## src/hdl/ssc_pkg.sv

```systemverilog
// Types, constants and helpers for the slip-stick contact friction block.
package ssc_pkg;

  // Fixed-point format
  localparam int WB    = 32;
  localparam int FB    = 16;
  localparam int REG_W = 31;
  localparam int DIV_W = WB + FB;

  localparam logic signed [WB-1:0] WMAX = 32'sh7FFF_FFFF;
  localparam logic signed [WB-1:0] WMIN = 32'sh8000_0000;
  localparam logic signed [33:0]   W34_MAX = 34'sh0_7FFF_FFFF;
  localparam logic signed [33:0]   W34_MIN = 34'sh3_8000_0000;
  localparam logic [63:0]          NEG_LIM = 64'h0000_0000_8000_0000;

  // Register indexes
  localparam int CFG_IDX_W = 3;
  localparam logic [CFG_IDX_W-1:0] CFG_STOP_SPEED    = 3'd0;
  localparam logic [CFG_IDX_W-1:0] CFG_SPRING_STIFF  = 3'd1;
  localparam logic [CFG_IDX_W-1:0] CFG_STATIC_COEFF  = 3'd2;
  localparam logic [CFG_IDX_W-1:0] CFG_DYNAMIC_COEFF = 3'd3;
  localparam logic [CFG_IDX_W-1:0] CFG_DAMP_TIME     = 3'd4;

  // Register reset values
  localparam logic [REG_W-1:0] RST_STOP_SPEED    = 31'd65536;
  localparam logic [REG_W-1:0] RST_SPRING_STIFF  = 31'd65536;
  localparam logic [REG_W-1:0] RST_STATIC_COEFF  = 31'd32768;
  localparam logic [REG_W-1:0] RST_DYNAMIC_COEFF = 31'd19661;
  localparam logic [REG_W-1:0] RST_DAMP_TIME     = 31'd0;

  typedef struct packed {
    logic [REG_W-1:0] stop_speed;
    logic [REG_W-1:0] spring_stiff;
    logic [REG_W-1:0] static_coeff;
    logic [REG_W-1:0] dynamic_coeff;
    logic [REG_W-1:0] damp_time;
  } cfg_t;

  typedef struct packed {
    logic [30:0]        normal_force;
    logic signed [31:0] normal_x;
    logic signed [31:0] normal_y;
    logic signed [31:0] normal_z;
    logic signed [31:0] vel_x;
    logic signed [31:0] vel_y;
    logic signed [31:0] vel_z;
    logic signed [31:0] normal_speed;
    logic signed [31:0] point_x;
    logic signed [31:0] point_y;
    logic signed [31:0] point_z;
  } in_item_t;

  typedef struct packed {
    logic [30:0]        spring_energy;
    logic signed [31:0] force_x;
    logic signed [31:0] force_y;
    logic signed [31:0] force_z;
    logic               sticking;
  } out_item_t;

  // Shared unit operations
  typedef enum logic [1:0] {OP_MUL, OP_DIV, OP_ROOT} alu_op_e;

  typedef struct packed {
    logic               start;
    alu_op_e            op;
    logic [63:0]        opa;
    logic signed [31:0] opb;
  } alu_req_t;

  typedef struct packed {
    logic               done;
    logic signed [31:0] res;
    logic signed [63:0] prod;
  } alu_rsp_t;

  // Clamp a 34-bit signed value to the word
  function automatic logic signed [31:0] sat34(input logic signed [33:0] x);
    logic signed [31:0] r;
    if (x > W34_MAX) r = WMAX;
    else if (x < W34_MIN) r = WMIN;
    else r = x[31:0];
    return r;
  endfunction

endpackage

```

## src/hdl/ssc_alu.sv

```systemverilog
// Shared multiply / divide / square-root unit.
module ssc_alu (
  input  logic              clk_i,
  input  logic              rst_ni,
  input  ssc_pkg::alu_req_t req_i,
  output ssc_pkg::alu_rsp_t rsp_o
);
  import ssc_pkg::*;

  typedef enum logic [1:0] {A_IDLE, A_MULP, A_DIV, A_ROOT} alu_st_e;

  alu_st_e            st_q;
  logic signed [63:0] prod_q;
  logic signed [31:0] res_q;
  logic               done_q;
  logic [DIV_W-1:0]   dvd_q, quo_q;
  logic [30:0]        rem_q;
  logic [31:0]        den_q;
  logic [63:0]        x_q, r_q, bit_q;
  logic [5:0]         cnt_q;

  // Multiply post-step: truncate toward zero, then clamp
  logic               neg;
  logic [63:0]        mag, sh;
  logic signed [31:0] mul_res;
  always_comb begin
    neg = prod_q[63];
    mag = neg ? 64'(-prod_q) : 64'(prod_q);
    sh  = mag >> FB;
    if (!neg) mul_res = (sh[63:31] != '0) ? WMAX : sh[31:0];
    else      mul_res = (sh > NEG_LIM) ? WMIN : -sh[31:0];
  end

  // Restoring divide, one quotient bit a cycle
  logic [31:0]      rem_sh;
  logic             dge;
  logic [30:0]      rem_nx;
  logic [DIV_W-1:0] quo_nx;
  always_comb begin
    rem_sh = {rem_q, dvd_q[DIV_W-1]};
    dge    = rem_sh >= den_q;
    rem_nx = dge ? 31'(rem_sh - den_q) : rem_sh[30:0];
    quo_nx = {quo_q[DIV_W-2:0], dge};
  end

  // Digit-by-digit root, one result bit a cycle
  logic [63:0] rb, x_nx, r_nx;
  logic        rge;
  always_comb begin
    rb   = r_q + bit_q;
    rge  = x_q >= rb;
    x_nx = rge ? x_q - rb : x_q;
    r_nx = rge ? (r_q >> 1) + bit_q : r_q >> 1;
  end

  // Sequencer of the unit
  always_ff @(posedge clk_i or negedge rst_ni) begin
    if (!rst_ni) begin
      st_q   <= A_IDLE;
      done_q <= 1'b0;
      res_q  <= '0;
      prod_q <= '0;
      dvd_q  <= '0;
      quo_q  <= '0;
      rem_q  <= '0;
      den_q  <= '0;
      x_q    <= '0;
      r_q    <= '0;
      bit_q  <= '0;
      cnt_q  <= '0;
    end else begin
      unique case (st_q)
        A_IDLE: begin
          done_q <= 1'b0;
          if (req_i.start) begin
            unique case (req_i.op)
              OP_MUL: begin
                prod_q <= $signed(req_i.opa[31:0]) * req_i.opb;
                st_q   <= A_MULP;
              end
              OP_DIV: begin
                dvd_q <= {req_i.opa[31:0], {FB{1'b0}}};
                quo_q <= '0;
                rem_q <= '0;
                den_q <= req_i.opb;
                cnt_q <= 6'(DIV_W - 1);
                st_q  <= A_DIV;
              end
              OP_ROOT: begin
                x_q   <= req_i.opa;
                r_q   <= '0;
                bit_q <= 64'h4000_0000_0000_0000;
                cnt_q <= 6'd31;
                st_q  <= A_ROOT;
              end
              default: ;
            endcase
          end
        end
        A_MULP: begin
          res_q  <= mul_res;
          done_q <= 1'b1;
          st_q   <= A_IDLE;
        end
        A_DIV: begin
          rem_q  <= rem_nx;
          quo_q  <= quo_nx;
          dvd_q  <= dvd_q << 1;
          cnt_q  <= cnt_q - 6'd1;
          done_q <= cnt_q == '0;
          if (cnt_q == '0) begin
            res_q <= (quo_nx[DIV_W-1:31] != '0) ? WMAX : quo_nx[31:0];
            st_q  <= A_IDLE;
          end
        end
        A_ROOT: begin
          x_q    <= x_nx;
          r_q    <= r_nx;
          bit_q  <= bit_q >> 2;
          cnt_q  <= cnt_q - 6'd1;
          done_q <= cnt_q == '0;
          if (cnt_q == '0) begin
            res_q <= (r_nx[63:31] != '0) ? WMAX : r_nx[31:0];
            st_q  <= A_IDLE;
          end
        end
        default: begin
          done_q <= 1'b0;
          st_q   <= A_IDLE;
        end
      endcase
    end
  end

  assign rsp_o.done = done_q;
  assign rsp_o.res  = res_q;
  assign rsp_o.prod = prod_q;

endmodule

```

## config.mk

```make
export PLATFORM = sky130hd
export DESIGN_NAME = ssc_alu
export DESIGN_NICKNAME = d
export VERILOG_FILES = /design/src/hdl/ssc_pkg.sv /design/src/hdl/ssc_alu.sv
export SDC_FILE = /design/constraint.sdc
export NUM_CORES = 2
export LEC_CHECK = 0
export CORE_MARGIN = 8
export CORE_UTILIZATION = 30
export DETAILED_ROUTE_END_ITERATION = 16
export DONT_BUFFER_PORTS = 1
export PLACE_DENSITY = 0.46
export SETUP_SLACK_MARGIN = 0.05
export SYNTH_ARGS = -nofsm -noshare
export SYNTH_HDL_FRONTEND = slang
export SYNTH_SLANG_ARGS = --single-unit
```

## constraint.sdc

```tcl
create_clock -name clk_i -period 6.55 [get_ports clk_i]
set_clock_uncertainty 0.1 [all_clocks]
set_input_delay 0 -clock clk_i [delete_from_list [all_inputs] [get_ports clk_i]]
set_output_delay 0 -clock clk_i [all_outputs]
set_load 0.05 [all_outputs]
```

# Word-level counts from Yosys, hierarchy flattened
# Cells that the tools add are included.
# Widths: inputs -> output; s select.
[word_totals] ff_bits=455
[op_classes] reduce_logical=19 mux=38 add_sub_neg=7 eq_ne=14 n_lt_le_gt_ge=3 mul=1
[op_table] cell="$mux 64" n=9
[op_table] cell="$pmux 64 s2" n=3
[op_table] cell="$mux 32" n=7
[op_table] cell="$mux 48" n=2
[op_table] cell="$pmux 32 s3" n=1
[op_table] cell="$pmux 48 s2" n=1
[op_table] cell="$mux 47" n=2
[op_table] cell="$pmux 47 s2" n=1
[op_table] cell="$mux 31" n=3
[op_table] cell="$reduce_bool 33->1" n=2
[op_table] cell="$add 63x64->64" n=1
[op_table] cell="$add 64x64->64" n=1
[op_table] cell="$ge 64x64->1" n=1
[op_table] cell="$mul 32x32->64" n=1
[op_table] cell="$neg 64->64" n=1
[op_table] cell="$sub 64x64->64" n=1
[op_table] cell="$pmux 31 s2" n=1
[op_table] cell="$gt 48x32->1 const B" n=1
[op_table] cell="$ge 32x32->1" n=1
[op_table] cell="$neg 32->32" n=1
[op_table] cell="$sub 31x31->31" n=1
[op_table] cell="$pmux 6 s2" n=2
[op_table] cell="$reduce_and 3->1" n=7
[op_table] cell="$reduce_bool 17->1" n=1
[op_table] cell="17 further kinds" n=30

# Longest topological paths before layout
[depth] word_depth=7 mapped_depth=34

# Least setup slack after synthesis
# Ideal clock, no wire load.
[synth_path] path_type="in2reg" startpoint="input port req_i[63] (netlist name)" endpoint="register prod_q[57]" cell_stages=25 setup_time_ns=0.134 arrival_time_ns=7.467 path_slack_ns=-1.150 t_required_ns=6.316 cell_sequence="clkbuf_1 -> clkbuf_1 -> nand2_1 -> fa_1 -> fa_1 -> inv_1 -> fa_1 -> fa_1 -> inv_1 -> fa_1 -> inv_1 -> fa_1 -> inv_1 -> fa_1 -> inv_1 -> fa_1 -> ha_1 -> a21o_1 -> a21o_1 -> a221oi_1 -> nor2_1 -> a211oi_1 -> o21ai_0 -> xnor2_1 -> o21ai_0"
[synth_between] elab_chain_cells=1
[synth_rtl] item="start, declared" line="ssc_alu.sv:5" text="input ssc_pkg::alu_req_t req_i,"
[synth_rtl] item="$mul 32x32->64" line="ssc_alu.sv:78" text="prod_q <= $signed(req_i.opa[31:0]) * req_i.opb;"
[synth_rtl] item="end signal, assigned" line="ssc_alu.sv:78"
[synth_rtl] item="end, declared" line="ssc_alu.sv:13" text="logic signed [63:0] prod_q;"
# Every way passes these cells.
# A chain may end at the register's enable or synchronous reset.

# Worst setup path after layout
[layout_path] startpoint="input port req_i[4] (netlist name)" endpoint="register prod_q[62]"
# The elaborated chain is that of the path after synthesis.

==> flow_metrics.py <==
metrics = {
    "clock_network": {
        "cts_buffers": 53,
        "path_clk_slew_ps": 60,
        "htree_levels": 2,
        "cts.path.max_buffers": 3,
        "cts.sinks": 407,
        "insertion_delay_ps": 700,
        "cts_tree": "yes",
        "root_buffer": "clkbuf_16",
    },
    "worst_setup_path": {
        "worst-path-buf-inv": 6,
        "r2r_cells": 34,
        "cp_top_family": "adder cells",
        "start_kind": "primary input",
        "crit_cells": 29,
        "crit_top_cell": "fa_1",
        "slowest_stage": "fa_1",
        "worst-path-max-fanout": 33,
        "crit_required_ps": 6990,
        "end_kind": "flip-flop",
        "arrival_ps": 7280,
        "path_class": "in2reg",
        "max_stage_delay_ps": 550,
    },
    "routing": {
        "dr_total_vias": 55400,
        "drt_iter0_drc": 3378,
        "viasPerCell": 5.03,
        "ant_nets": 0,
        "drt-pass1-iter-count": 6,
        "wl_per_cell_um": 22.3,
        "drc": 0,
        "wl_mm": 245,
    },
    "hold_path": {
        "min_path_type": "in2reg",
        "hold_path_depth": 4,
    },
    "status": {
        "status": "finished, violations left",
        "violations": "negative setup slack",
    },
    "run": {
        "maxCapViolCount": 0,
    },
    "global_routing": {
        "antenna_found_initial": 10,
        "grt_util_all_layers_pct": 21.0,
        "grt_overflow": 0,
        "grt_pass1_wl_mm": 375,
        "grt_max_degree": 408,
        "grt_pass1_vias": 60400,
    },
    "yosys": {
        "yosysWarningCount": 0,
        "synth.avg_cell_area_um2": 8.64,
        "syn_nets": 9097,
        "syn_area_um2": 65300,
        "synth_seq_area_share_pct": 15.6,
        "synth_cell_type_count": 96,
        "synth_flop_cell": "dfrtp_1",
        "synth-seq-cells": 407,
        "syn-instance-count": 7559,
        "synth_edf_count": 0,
        "synthArstFlopShare_pct": 100,
    },
    "timing": {
        "rsz0062_at_grt": "yes",
        "fin_crit_sh_pct": 104,
        "fmax_mhz": 146,
        "final.setup.tns_ps": -7770,
        "final_max_slew_viol_count": 0,
        "finalHoldViolations": 0,
        "min_period_ps": 6840,
        "fin_ws_ps": -291,
        "setup_viol": 41,
        "worst_pin_slew_ps": 1150,
        "max_slew_margin_pct": 21.4,
    },
    "die": {
        "die-area_um2": 233000,
        "rows": 171,
        "start_util_pct": 30.1,
        "fp.dieW_um": 483,
        "core_area_um2": 217000,
        "die_y_um": 483,
        "io_pins": 198,
    },
    "finish": {
        "utilization_pct": 36.1,
        "num-nets-final": 9638,
        "area_growth_syn_to_layout_pct": 19.6,
        "drive_gt1_share_pct": 14.3,
    },
    "place": {
        "port_buffers": 0,
        "place.gp.congestion": 0.872,
        "dp.final_hpwl_mm": 182,
    },
}
==> cell usage in the layout, fill, tap and decap left out, types with 38 or more instances in the layout <==
master / n
a211oi_1: 43
a21o_1: 111
a21oi_1: 298
a31oi_1: 104
and2_1: 500
buf_4: 744
clkbuf_16: 54
dfrtp_1: 405
dlygate4sd3_1: 129
fa_1: 1061
ha_1: 324
inv_1: 1074
nand2_1: 1122
nand2b_1: 38
nand3_1: 154
nand4_1: 59
nor2_1: 360
nor3_1: 57
o21ai_0: 361
xnor2_1: 141
xor2_1: 157
==> layer usage <==
metal | wire length (um) | vias up | global-route usage (%)
met4 | 13100 | 0 | 9.07
met3 | 11100 | 417 | 2.92
met1 | 94200 | 28400 | 24.0
met5 | 0 | - | 0
met2 | 127000 | 1298 | 38.9
li1 | - | 25300 | -
==> through the flow <==
step                std cells  area, um2  hold slack [ps]  setup WS, ps
floorplan                7559      65700             -396          -662
global placement        10700      73000             -307         -1240
detailed placement      10700      73000             -304         -1190
CTS                     11000      77300            -1050          -310
global route            11000      78100             35.8          -552
finish                  11000      78100             53.2          -291
==> tightest hold or removal path, delay by kind of cell <==
family	cells	cell delay, ps
AND/OR/NAND/NOR	1	150
AO/OA/AOI/OAI	2	100
buffers and inverters	1	530
==> registers in the layout (all words and copies together) (netlist names), 6 cells and up <==
register and flops:
res_q 32, r_q 64, prod_q 64, bit_q 32
quo_q 47, cnt_q 6, x_q 64, dvd_q 32
den_q 32, rem_q 31
==> synth_stat cells, drive strengths merged, types with 8 or more instances <==
library cell  count  area, um2
fa             1084      21700
o2111ai          14        123
o31a             11       96.3
a31oi           113        707
o21bai           38        285
and4              8       70.1
or2              11       68.8
o211ai           29        218
o41ai            12        143
o21a             30        225
a211oi           47        365
a21oi           326       1640
and2            511       3200
a21o            112        841
xnor2           148       1300
ha              353       4420
xor2            159       1400
nor3             63        315
nand2b           40        258
a31o             17        149
nand2          1137       4270
mux2i            21        210
or4              12        101
o31ai            33        272
a22oi             8       60.1
o21ai           422       2110
clkbuf          391       1470
o311ai           10       87.6
nand3           156        781
o22ai            15        100
nor2            371       1400
nor4             35        262
nor2b            30        188
nand4            61        394
and3             33        206
inv            1095       4110
buf              34        191
a21boi            9       67.6
a22o             20        175
dfrtp           407      10200
or3              28        180
a41oi            11       96.3
==> final timing paths <==
path,from,endpoint,slack (ps)
max in group asynchronous,rst_ni,prod_q[63],4220
worst min-delay path,req_i[83],x_q[51],50
worst max-delay path,req_i[4],prod_q[62],-290
worst min register to register,quo_q[29],quo_q[29],380
worst max register to register,r_q[2],res_q[7],-280
min in group asynchronous,rst_ni,dvd_q[24],500
==> cells by family (layout without fill, tap and decap cells) <==
| logic type | Yosys count | in the layout | share of synthesized area (%) |
|---|---|---|---|
| fa+ha+maj | 1437 | 1437 | 40.0 |
| xor+xnor | 307 | 307 | 4.13 |
| buf+inv | 1520 | 2104 | 8.83 |
| compound gates | 1347 | 1347 | 12.9 |
| simple gates | 2516 | 2516 | 18.1 |
| flops | 407 | 407 | 15.6 |
| other cells | 0 | 14 | 0 |
| mux | 25 | 25 | 0.391 |
==> timing repair <==
action | CTS | global route
endpoints found under the setup margin | 78 | 89
hold endpoints to repair | 587 | 228
hold buffers | 127 | 4
cloned | 3 | 1
setup buffers | 50 | 29
pin swaps | 93 | 119
resized for setup | 145 | 117
==> layout make-up <==
class,count,area [um2]
Multi-Input combinational cell,5632,50800
Antenna cell,14,35.0
Clock buffer,75,1560
Clock inverter,23,354
Inverter,1095,4120
Timing Repair Buffer,911,7540
Fill cell,22400,139000
Sequential cell,407,10200
Tap cell,2854,3570
Power is left out: the tool's default activity adds up to more than one toggle a clock period on the data nets, which glitch-free logic cannot reach.
