[src/hdl/ssc_pkg.sv]
// Types, constants and helpers for the slip-stick contact friction block.
package ssc_pkg;

  // Fixed-point format
  localparam int WB    = 32;
  localparam int FB    = 16;
  localparam int REG_W = 31;
  localparam int DIV_W = WB + FB;

  localparam logic signed [WB-1:0] WMAX = 32'sh7FFF_FFFF;
  localparam logic signed [WB-1:0] WMIN = 32'sh8000_0000;
  localparam logic signed [33:0]   W34_MAX = 34'sh0_7FFF_FFFF;
  localparam logic signed [33:0]   W34_MIN = 34'sh3_8000_0000;
  localparam logic [63:0]          NEG_LIM = 64'h0000_0000_8000_0000;

  // Register indexes
  localparam int CFG_IDX_W = 3;
  localparam logic [CFG_IDX_W-1:0] CFG_STOP_SPEED    = 3'd0;
  localparam logic [CFG_IDX_W-1:0] CFG_SPRING_STIFF  = 3'd1;
  localparam logic [CFG_IDX_W-1:0] CFG_STATIC_COEFF  = 3'd2;
  localparam logic [CFG_IDX_W-1:0] CFG_DYNAMIC_COEFF = 3'd3;
  localparam logic [CFG_IDX_W-1:0] CFG_DAMP_TIME     = 3'd4;

  // Register reset values
  localparam logic [REG_W-1:0] RST_STOP_SPEED    = 31'd65536;
  localparam logic [REG_W-1:0] RST_SPRING_STIFF  = 31'd65536;
  localparam logic [REG_W-1:0] RST_STATIC_COEFF  = 31'd32768;
  localparam logic [REG_W-1:0] RST_DYNAMIC_COEFF = 31'd19661;
  localparam logic [REG_W-1:0] RST_DAMP_TIME     = 31'd0;

  typedef struct packed {
    logic [REG_W-1:0] stop_speed;
    logic [REG_W-1:0] spring_stiff;
    logic [REG_W-1:0] static_coeff;
    logic [REG_W-1:0] dynamic_coeff;
    logic [REG_W-1:0] damp_time;
  } cfg_t;

  typedef struct packed {
    logic [30:0]        normal_force;
    logic signed [31:0] normal_x;
    logic signed [31:0] normal_y;
    logic signed [31:0] normal_z;
    logic signed [31:0] vel_x;
    logic signed [31:0] vel_y;
    logic signed [31:0] vel_z;
    logic signed [31:0] normal_speed;
    logic signed [31:0] point_x;
    logic signed [31:0] point_y;
    logic signed [31:0] point_z;
  } in_item_t;

  typedef struct packed {
    logic [30:0]        spring_energy;
    logic signed [31:0] force_x;
    logic signed [31:0] force_y;
    logic signed [31:0] force_z;
    logic               sticking;
  } out_item_t;

  // Shared unit operations
  typedef enum logic [1:0] {OP_MUL, OP_DIV, OP_ROOT} alu_op_e;

  typedef struct packed {
    logic               start;
    alu_op_e            op;
    logic [63:0]        opa;
    logic signed [31:0] opb;
  } alu_req_t;

  typedef struct packed {
    logic               done;
    logic signed [31:0] res;
    logic signed [63:0] prod;
  } alu_rsp_t;

  // Clamp a 34-bit signed value to the word
  function automatic logic signed [31:0] sat34(input logic signed [33:0] x);
    logic signed [31:0] r;
    if (x > W34_MAX) r = WMAX;
    else if (x < W34_MIN) r = WMIN;
    else r = x[31:0];
    return r;
  endfunction

endpackage

[src/hdl/ssc_cfg.sv]
// Configuration register file with write decode.
module ssc_cfg (
  input  logic                          clk_i,
  input  logic                          rst_ni,
  input  logic                          we_i,
  input  logic [ssc_pkg::CFG_IDX_W-1:0] idx_i,
  input  logic [ssc_pkg::REG_W-1:0]     wdata_i,
  output ssc_pkg::cfg_t                 cfg_o
);
  import ssc_pkg::*;

  cfg_t cfg_q;

  // Unknown indexes are dropped
  always_ff @(posedge clk_i or negedge rst_ni) begin
    if (!rst_ni) begin
      cfg_q.stop_speed    <= RST_STOP_SPEED;
      cfg_q.spring_stiff  <= RST_SPRING_STIFF;
      cfg_q.static_coeff  <= RST_STATIC_COEFF;
      cfg_q.dynamic_coeff <= RST_DYNAMIC_COEFF;
      cfg_q.damp_time     <= RST_DAMP_TIME;
    end else if (we_i) begin
      unique case (idx_i)
        CFG_STOP_SPEED:    cfg_q.stop_speed    <= wdata_i;
        CFG_SPRING_STIFF:  cfg_q.spring_stiff  <= wdata_i;
        CFG_STATIC_COEFF:  cfg_q.static_coeff  <= wdata_i;
        CFG_DYNAMIC_COEFF: cfg_q.dynamic_coeff <= wdata_i;
        CFG_DAMP_TIME:     cfg_q.damp_time     <= wdata_i;
        default: ;
      endcase
    end
  end

  assign cfg_o = cfg_q;

endmodule

[config.mk]
export PLATFORM = sky130hd
export DESIGN_NAME = ssc_cfg
export DESIGN_NICKNAME = d
export VERILOG_FILES = /design/src/hdl/ssc_pkg.sv /design/src/hdl/ssc_cfg.sv
export SDC_FILE = /design/constraint.sdc
export NUM_CORES = 1
export LEC_CHECK = 0
export BUFFER_PORTS_ARGS = -buffer_cell sky130_fd_sc_hd__buf_4
export CORE_UTILIZATION = 54
export DETAILED_ROUTE_END_ITERATION = 8
export MAX_ROUTING_LAYER = met4
export PLACE_DENSITY_LB_ADDON = 0.08
export SKIP_LAST_GASP = 1
export SLEW_MARGIN = 20
export SYNTH_ARGS = -nofsm -noshare
export SYNTH_HDL_FRONTEND = slang
export SYNTH_SLANG_ARGS = --single-unit
[constraint.sdc]
create_clock -name clk_i -period 1.15 [get_ports clk_i]
set_input_delay 0.115 -clock clk_i [delete_from_list [all_inputs] [get_ports clk_i]]
set_output_delay 0.115 -clock clk_i [all_outputs]
set_load 0.05 [all_outputs]
# ---- Word level (Yosys, flattened, before mapping)
# Index checks and enable logic that the tools add are counted.
dict set report op_classes {
  n_eq_ne 4
  reduce_logical 6
}
# op n
set op_table {}
lappend op_table {{2-bit AND reduction} 5}
lappend op_table {{3-bit by 2-bit == test with 1-bit output (second input constant)} 2}
lappend op_table {{3-bit by 1-bit == test with 1-bit output (second input constant)} 1}
lappend op_table {{3-bit == test (second input constant)} 1}
lappend op_table {{3-bit zero test} 1}
dict set report word_totals {
  register_bits 155
  in_bits 37
  output_inout_bits 155
}

# ---- Longest topological paths before layout
# Gate-level depths: netlist (run 1).
dict set report depth {
  depth_word 2
  mapped_depth 3
  depth_no_buf 2
}

# ---- Least setup slack after synthesis (run 1)
# OpenSTA, ideal clock, no wires.
dict set report synth_path {
  path_kind {in2reg}
  startpoint {in idx_i[0] (netlist name)}
  endpoint {reg cfg_q, in the netlist cfg_o[145]}
  t_arrival_ns 1.005
  setup_slack_ns 0.021
  cell_stages 3
  cell_sequence {nor4b_4 buf_6 mux2_2}
}
dict set report synth_via {
  elab_chain_len 2
}
# element line
set synth_rtl {}
lappend synth_rtl {{start, declared} ssc_cfg.sv:6} ;# input logic [ssc_pkg::CFG_IDX_W-1:0] idx_i,
lappend synth_rtl {{3-bit zero test} ssc_cfg.sv:23} ;# unique case (idx_i)
lappend synth_rtl {{2-bit AND reduction (no source line)} -}
lappend synth_rtl {{end, declared} ssc_cfg.sv:12} ;# cfg_t cfg_q;
# No other way between the ends.
# A chain may end at the register's enable or synchronous reset.

# ---- Worst setup path after layout (run 1)
dict set report layout_path {
  startpoint {reg cfg_q, in the netlist cfg_o[140]}
  endpoint {out cfg_o[140] (netlist name)}
}
# element line
set layout_lines {}
lappend layout_lines {{end, declared} ssc_cfg.sv:8} ;# output ssc_pkg::cfg_t cfg_o
# No word-level cell between the ends.

==> flow_summary.toml, run 1 <==
[critical_path]
cp_top_family = "flip-flops"
critPathKind = "reg -> out"
critPathRequiredTime_ns = 1.03
cp_cell_sequence = "buf_8"
arrival_ns = 1.24
cp_max_fo = 2
crit_path_end_kind = "output pin"
critPathLaunchType = "flip-flop"
path_buf_inv = 1
cp.depth = 1
r2r_setup_slack_ns = 0.08
worstRegToRegCells = 3
cp_slowest_cell = "dfstp_2"
crit_path_max_incr_delay_ns = 0.56

[job]
drv_cap = 0

[clock_tree]
cts_sinks = 155
clk_latency_ns = 0.52
clkTransAtPathRegs_ns = 0.07
cts_tree = "done"
cts_buffer_depth = 2
cts_root_buf = "clkbuf_8"
h-tree-depth = 4
cts_made_buffers = 17

[grt]
grt_max_degree = 32
grtUsageMet3_pct = 8.645
grt_overflow_total = 0
antenna_found_initial = 0
grt-busiest-layer = "met2"
grt_pass1_vias = 4475
grt.met1_usage_pct = 36.88
grt_usage_pct = 32.76
grt_first_pass_wirelength_mm = 25.99
use_met2_pct = 56.08

[run_status]
outcome = "finished with violations"
failed_checks = "negative setup slack"

[timing]
finalSetupTns_ns = -9.997
hold_violations = 0
worst_pin_slew_ns = 0.3332
slew_viol_final = 0
setup_slack_ns = -0.2079
fin_crit_ns = 1.358
max_freq_ghz = 0.7364
finalSetupViolCount = 155
clock_skew_ns = 0
relSlewSlack_pct = 77.79
rsz0062_at_grt = "yes"
fin_crit_sh_pct = 118.1

[routing]
drt_wl_total_mm = 20.23
route.detailed.drc = 0
drtPass1Iterations = 4
vias = 4369
viasPerCell = 5.503
wl_per_cell_microns = 25.48
drt_iter0_markers = 263
ant_nets = 0

[floorplanning]
dieArea_sq_mm = 0.01129
core_sq_mm = 0.01042
io_pins = 192
initial_utilization_pct = 56.35
die_x_microns = 106.3
core.rowCount = 37
die_h_microns = 106.3

[finish]
nNetsFinal = 682
syn_to_final_growth_pct = 65.27
stdcell_count = 794
final_area_sq_mm = 0.009701
largest_reg_flops = 155
drive_gt1_share_pct = 71.43
nFillCells = 295
finish.utilization_pct = 93.13
n_antenna_cell = 0

[place]
placed_area_sq_mm = 0.007647
dp_cells = 663
dp_hpwl_mm = 9.282
gp_congestion = 0.7570
port_buffers = 191

[min_path]
hp-class = "in -> async"

[pwr]
leakage_nw = 4.516
vdd_drop_max_mv = 1.701
pwr_density_cell_mw_per_mm2 = 2454
power_mw = 23.80

[synthesis]
synth_cell_type_count = 9
ys_seq_elements = 155
syn_area_sq_mm = 0.005869
yosysTopAreaCell = "dfrtp_1"
syn-num-nets = 367
ys_seq_area_share_pct = 66.32
ys_warn_count = 0
synth_top_area_share_pct = 61.39
syn_inst = 330
ys_top_cells_by_area = "dfrtp_1, mux2_2, dfstp_2, buf_6, mux2_1"
synth_area_per_cell_sq_um = 17.79
## report_power, final
part | internal (mW) | switching, mW
registers | 6.73 | 1.10
logic | 4.08 | 6.03
clock network | 3.57 | 2.29
total | 14.4 | 9.42
## cell usage in the layout, fill, tap and decap left out
cell,instances
nand4b_1,1
buf_12,13
clkbuf_8,2
nor4b_4,1
mux2_2,146
mux2_1,9
clkbuf_16,16
bufinv_16,4
and4bb_4,3
clkinv_4,1
dfstp_2,11
dlygate4sd3_1,32
buf_4,110
dfrtp_1,144
buf_6,145
clkbuf_1,2
buf_8,11
clkinv_2,4
clkinvlp_4,3
## Yosys cell counts
cell type  instances
and4bb_4           3
nand4b_1           1
buf_2              3
mux2_1             9
nor4b_4            1
mux2_2           146
dfstp_2           11
buf_6             12
dfrtp_1          144
## per-layer routing
layer	wire length, microns	vias to the layer above
met5	0	-
met3	1123	40
li1	-	1813
met4	580	0
met1	7493	2302
met2	11030	214
## area by class of cell
cell class	count	area, sq um	area share (%)
clock inverters	12	171.4	1.767
multi-input cells	160	1827	18.83
clock buffers	20	435.4	4.489
well taps	136	170.2	1.754
repair buffers	311	3204	33.03
flip-flops and latches	155	3892	40.13
## per-stage QoR
stage                     hold slack [ns]  setup WS, ns
final                             0.08392       -0.2079
after CTS                         0.03706       -0.2078
after detailed placement          0.01934       -0.1778
after global routing              0.08189       -0.2415
after global placement            0.01502       -0.1571
after floorplan                   -0.1806       0.02063
## cells by family (layout without fill, tap and decap cells)
logic type             count (synthesis)  in the layout  synth area share (%)
DFF                                  155            155                 66.32
muxes                                155            155                 29.74
buffers and inverters                 15            343                 2.558
and+or+nand+nor                        5              5                 1.386
## worst paths after layout
| check | from | to |
|---|---|---|
| max in group asynchronous | rst_ni | cfg_o[45] |
| min in group clk_i | idx_i[0] | cfg_o[138] |
| setup reg to reg | cfg_o[121] | cfg_o[121] |
| setup / recovery | cfg_o[140] | cfg_o[140] |
| hold reg to reg | cfg_o[90] | cfg_o[90] |
| hold / removal | rst_ni | cfg_o[65] |
## timing repair
action                     CTS  global route
resized for setup          165             1
setup buffers               23            44
hold buffers                32             0
setup endpoints to repair  155           155
hold endpoints to repair   308             0
cloned                       0             0
Note: power is estimated with default switching activity, not from simulation.
==> inputs of run 2 (changes only) <==
--- a/config.mk
+++ b/config.mk
@@ -5,8 +5,9 @@
 export SDC_FILE = /design/constraint.sdc
 export NUM_CORES = 1
 export LEC_CHECK = 0
+export ABC_CLOCK_PERIOD_IN_PS = 1560
 export BUFFER_PORTS_ARGS = -buffer_cell sky130_fd_sc_hd__buf_4
-export CORE_UTILIZATION = 54
+export CORE_UTILIZATION = 50
 export DETAILED_ROUTE_END_ITERATION = 8
 export MAX_ROUTING_LAYER = met4
 export PLACE_DENSITY_LB_ADDON = 0.08
==> constraint.sdc (replaced) <==
create_clock -name clk_i -period 1.56 [get_ports clk_i]
set_input_delay 0.156 -clock clk_i [delete_from_list [all_inputs] [get_ports clk_i]]
set_output_delay 0.156 -clock clk_i [all_outputs]
set_load 0.05 [all_outputs]
==> run 2 against run 1 <==
Against the previous run: combinational power is 41% lower; critical endpoint unchanged; the flow now finishes without violations; non-clock buffer count decreased by 91; clock-buffer cell count is 1 lower; global-route usage is 9.3 points lower; via count decreased by 16%; clock skew unchanged; first-iteration DRC count down 60%; register-to-register slack better by 0.68 ns.
==> flow_summary.toml, run 2 (synthesized netlist as in run 1, its figures left out) <==
[finish]
largest_reg_flops = 155
syn_to_final_growth_pct = 41.59
drive_gt1_share_pct = 69.84
final_common_cell = "buf_4"
nNetsFinal = 591
final_cell_mix = "buf_4, mux2_2, dfrtp_1"
n_antenna_cell = 0

[critical_path]
crit_path_end_kind = "output pin"
critPathLaunchType = "flip-flop"
critPathRequiredTime_ns = 1.40
crit_path_max_incr_delay_ns = 0.54
path_buf_inv = 1
cp_slowest_cell = "dfstp_2"
reg2reg_to = "cfg_o[56]"
cp_top_family = "flip-flops"
cp_cell_sequence = "buf_4"
r2r_setup_slack_ns = 0.76
cp_max_fo = 2
rr_startpoint = "cfg_o[56]"
arrival_ns = 1.14
critPathKind = "reg -> out"
worstRegToRegCells = 1

[routing]
drtPass1Iterations = 4
wl_per_cell_microns = 18.62
route.detailed.drc = 0
drt_iter0_markers = 105
ant_nets = 0
viasPerCell = 5.151
drt_wl_total_mm = 13.22
vias = 3657

[floorplanning]
dieArea_sq_mm = 0.01218
core.rowCount = 39
initial_utilization_pct = 51.40
die_h_microns = 110.3
die_x_microns = 110.3
core_sq_mm = 0.01142
io_pins = 192

[clock_tree]
cts_sinks = 155
h-tree-depth = 4
cts_tree = "done"
cts_made_buffers = 17
cts_root_buf = "clkbuf_16"
clk_latency_ns = 0.41
clkTransAtPathRegs_ns = 0.06
post_cts_buffers = 0
cts_buffer_depth = 2

[timing]
fin_crit_ns = 1.293
hold_violations = 0
worst_pin_slew_ns = 0.3832
fin_crit_sh_pct = 82.89
finalSetupTns_ns = 0
rsz0062_at_grt = "no"
worst_hold_slack_ns = 0.01106
clock_skew_ns = 0
relSlewSlack_pct = 74.46
finalSetupViolCount = 0
max_freq_ghz = 0.7733
slew_viol_final = 0

[pwr]
swShare_pct = 39.26
pwr-share-seq_pct = 35.1
p_sw_mw = 6.103
leakage_nw = 3.879
vdd_drop_max_mv = 1.406
pwr_density_cell_mw_per_mm2 = 1871
pwr-share-comb_pct = 38.3
intPower_mw = 9.444
clkPwrFrac_pct = 26.6

[place]
port_buffers = 191
gp_congestion = 0.7747
dp_hpwl_mm = 8.903

[min_path]
min_from = "wdata_i[20]"
hp-class = "in -> reg"
min_to = "cfg_o[20]"
whs_path_depth = 2

[job]
drv_cap = 0

[grt]
grt_max_degree = 40
antenna_found_initial = 0
grt_overflow_total = 0
grt_usage_pct = 23.48
grt_pass1_vias = 3861
grt_first_pass_wirelength_mm = 20.17

[run_status]
outcome = "finished, final reports clean"
[run 2: layout make-up]
cell class	instances	area [sq um]
tap	143	178.9
clock inverter	13	148.9
multi-input combinational	160	1827
clock buffer	19	452.9
sequential	155	3892
fill	779	3108
timing repair buffer	220	1810
[run 2: per-layer routing]
| layer | GRT usage [%] | part of all wire, % |
|---|---|---|
| met3 | 6.055 | 5.8 |
| met4 | 9.211 | 1.9 |
| met1 | 29.23 | 43 |
| met2 | 36.96 | 49 |
| met5 | - | 0 |
[run 2: worst max path at each step]
stage               startpoint    endpoint  slack (ns)  depth (start not counted)
global placement      idx_i[0]  cfg_o[130]        0.19                          4
global route         cfg_o[33]   cfg_o[33]        0.24                          1
CTS                 cfg_o[140]  cfg_o[140]        0.25                          1
floorplan             idx_i[0]  cfg_o[145]        0.39                          3
detailed placement    idx_i[0]  cfg_o[136]        0.17                          4
finish              cfg_o[140]  cfg_o[140]        0.27                          1
[run 2: what timing repair did]
action / 4_1_cts / 5_1_grt
hold endpoints to repair: 117 / 0
hold buffers: 17 / 0
resized for setup: 0 / 0
[run 2: per-stage QoR]
stage | instance area (sq um) | instances | utilization, % | power (mW) | worst slack (ns)
3_3_place_gp | 7538 | 661 | 66.02 | 11.35 | 0.1909
3_5_place_dp | 7538 | 661 | 66.02 | 11.47 | 0.1743
6_report | 8310 | 710 | 72.78 | 15.55 | 0.2669
4_1_cts | 8310 | 710 | 72.78 | 15.67 | 0.2451
2_1_floorplan | 5869 | 330 | - | 9.449 | 0.3896
5_1_grt | 8310 | 710 | 72.78 | 16.13 | 0.2372
[run 2: power by group through the flow]
stage	Sequential (mW)	Combinational, mW	Clock (mW)
2_1_floorplan	8.61	0.835	0
3_3_place_gp	5.47	5.88	0
3_5_place_dp	5.52	5.95	0
4_1_cts	5.46	6.00	4.22
5_1_grt	5.58	6.18	4.37
6_report	5.46	5.95	4.14
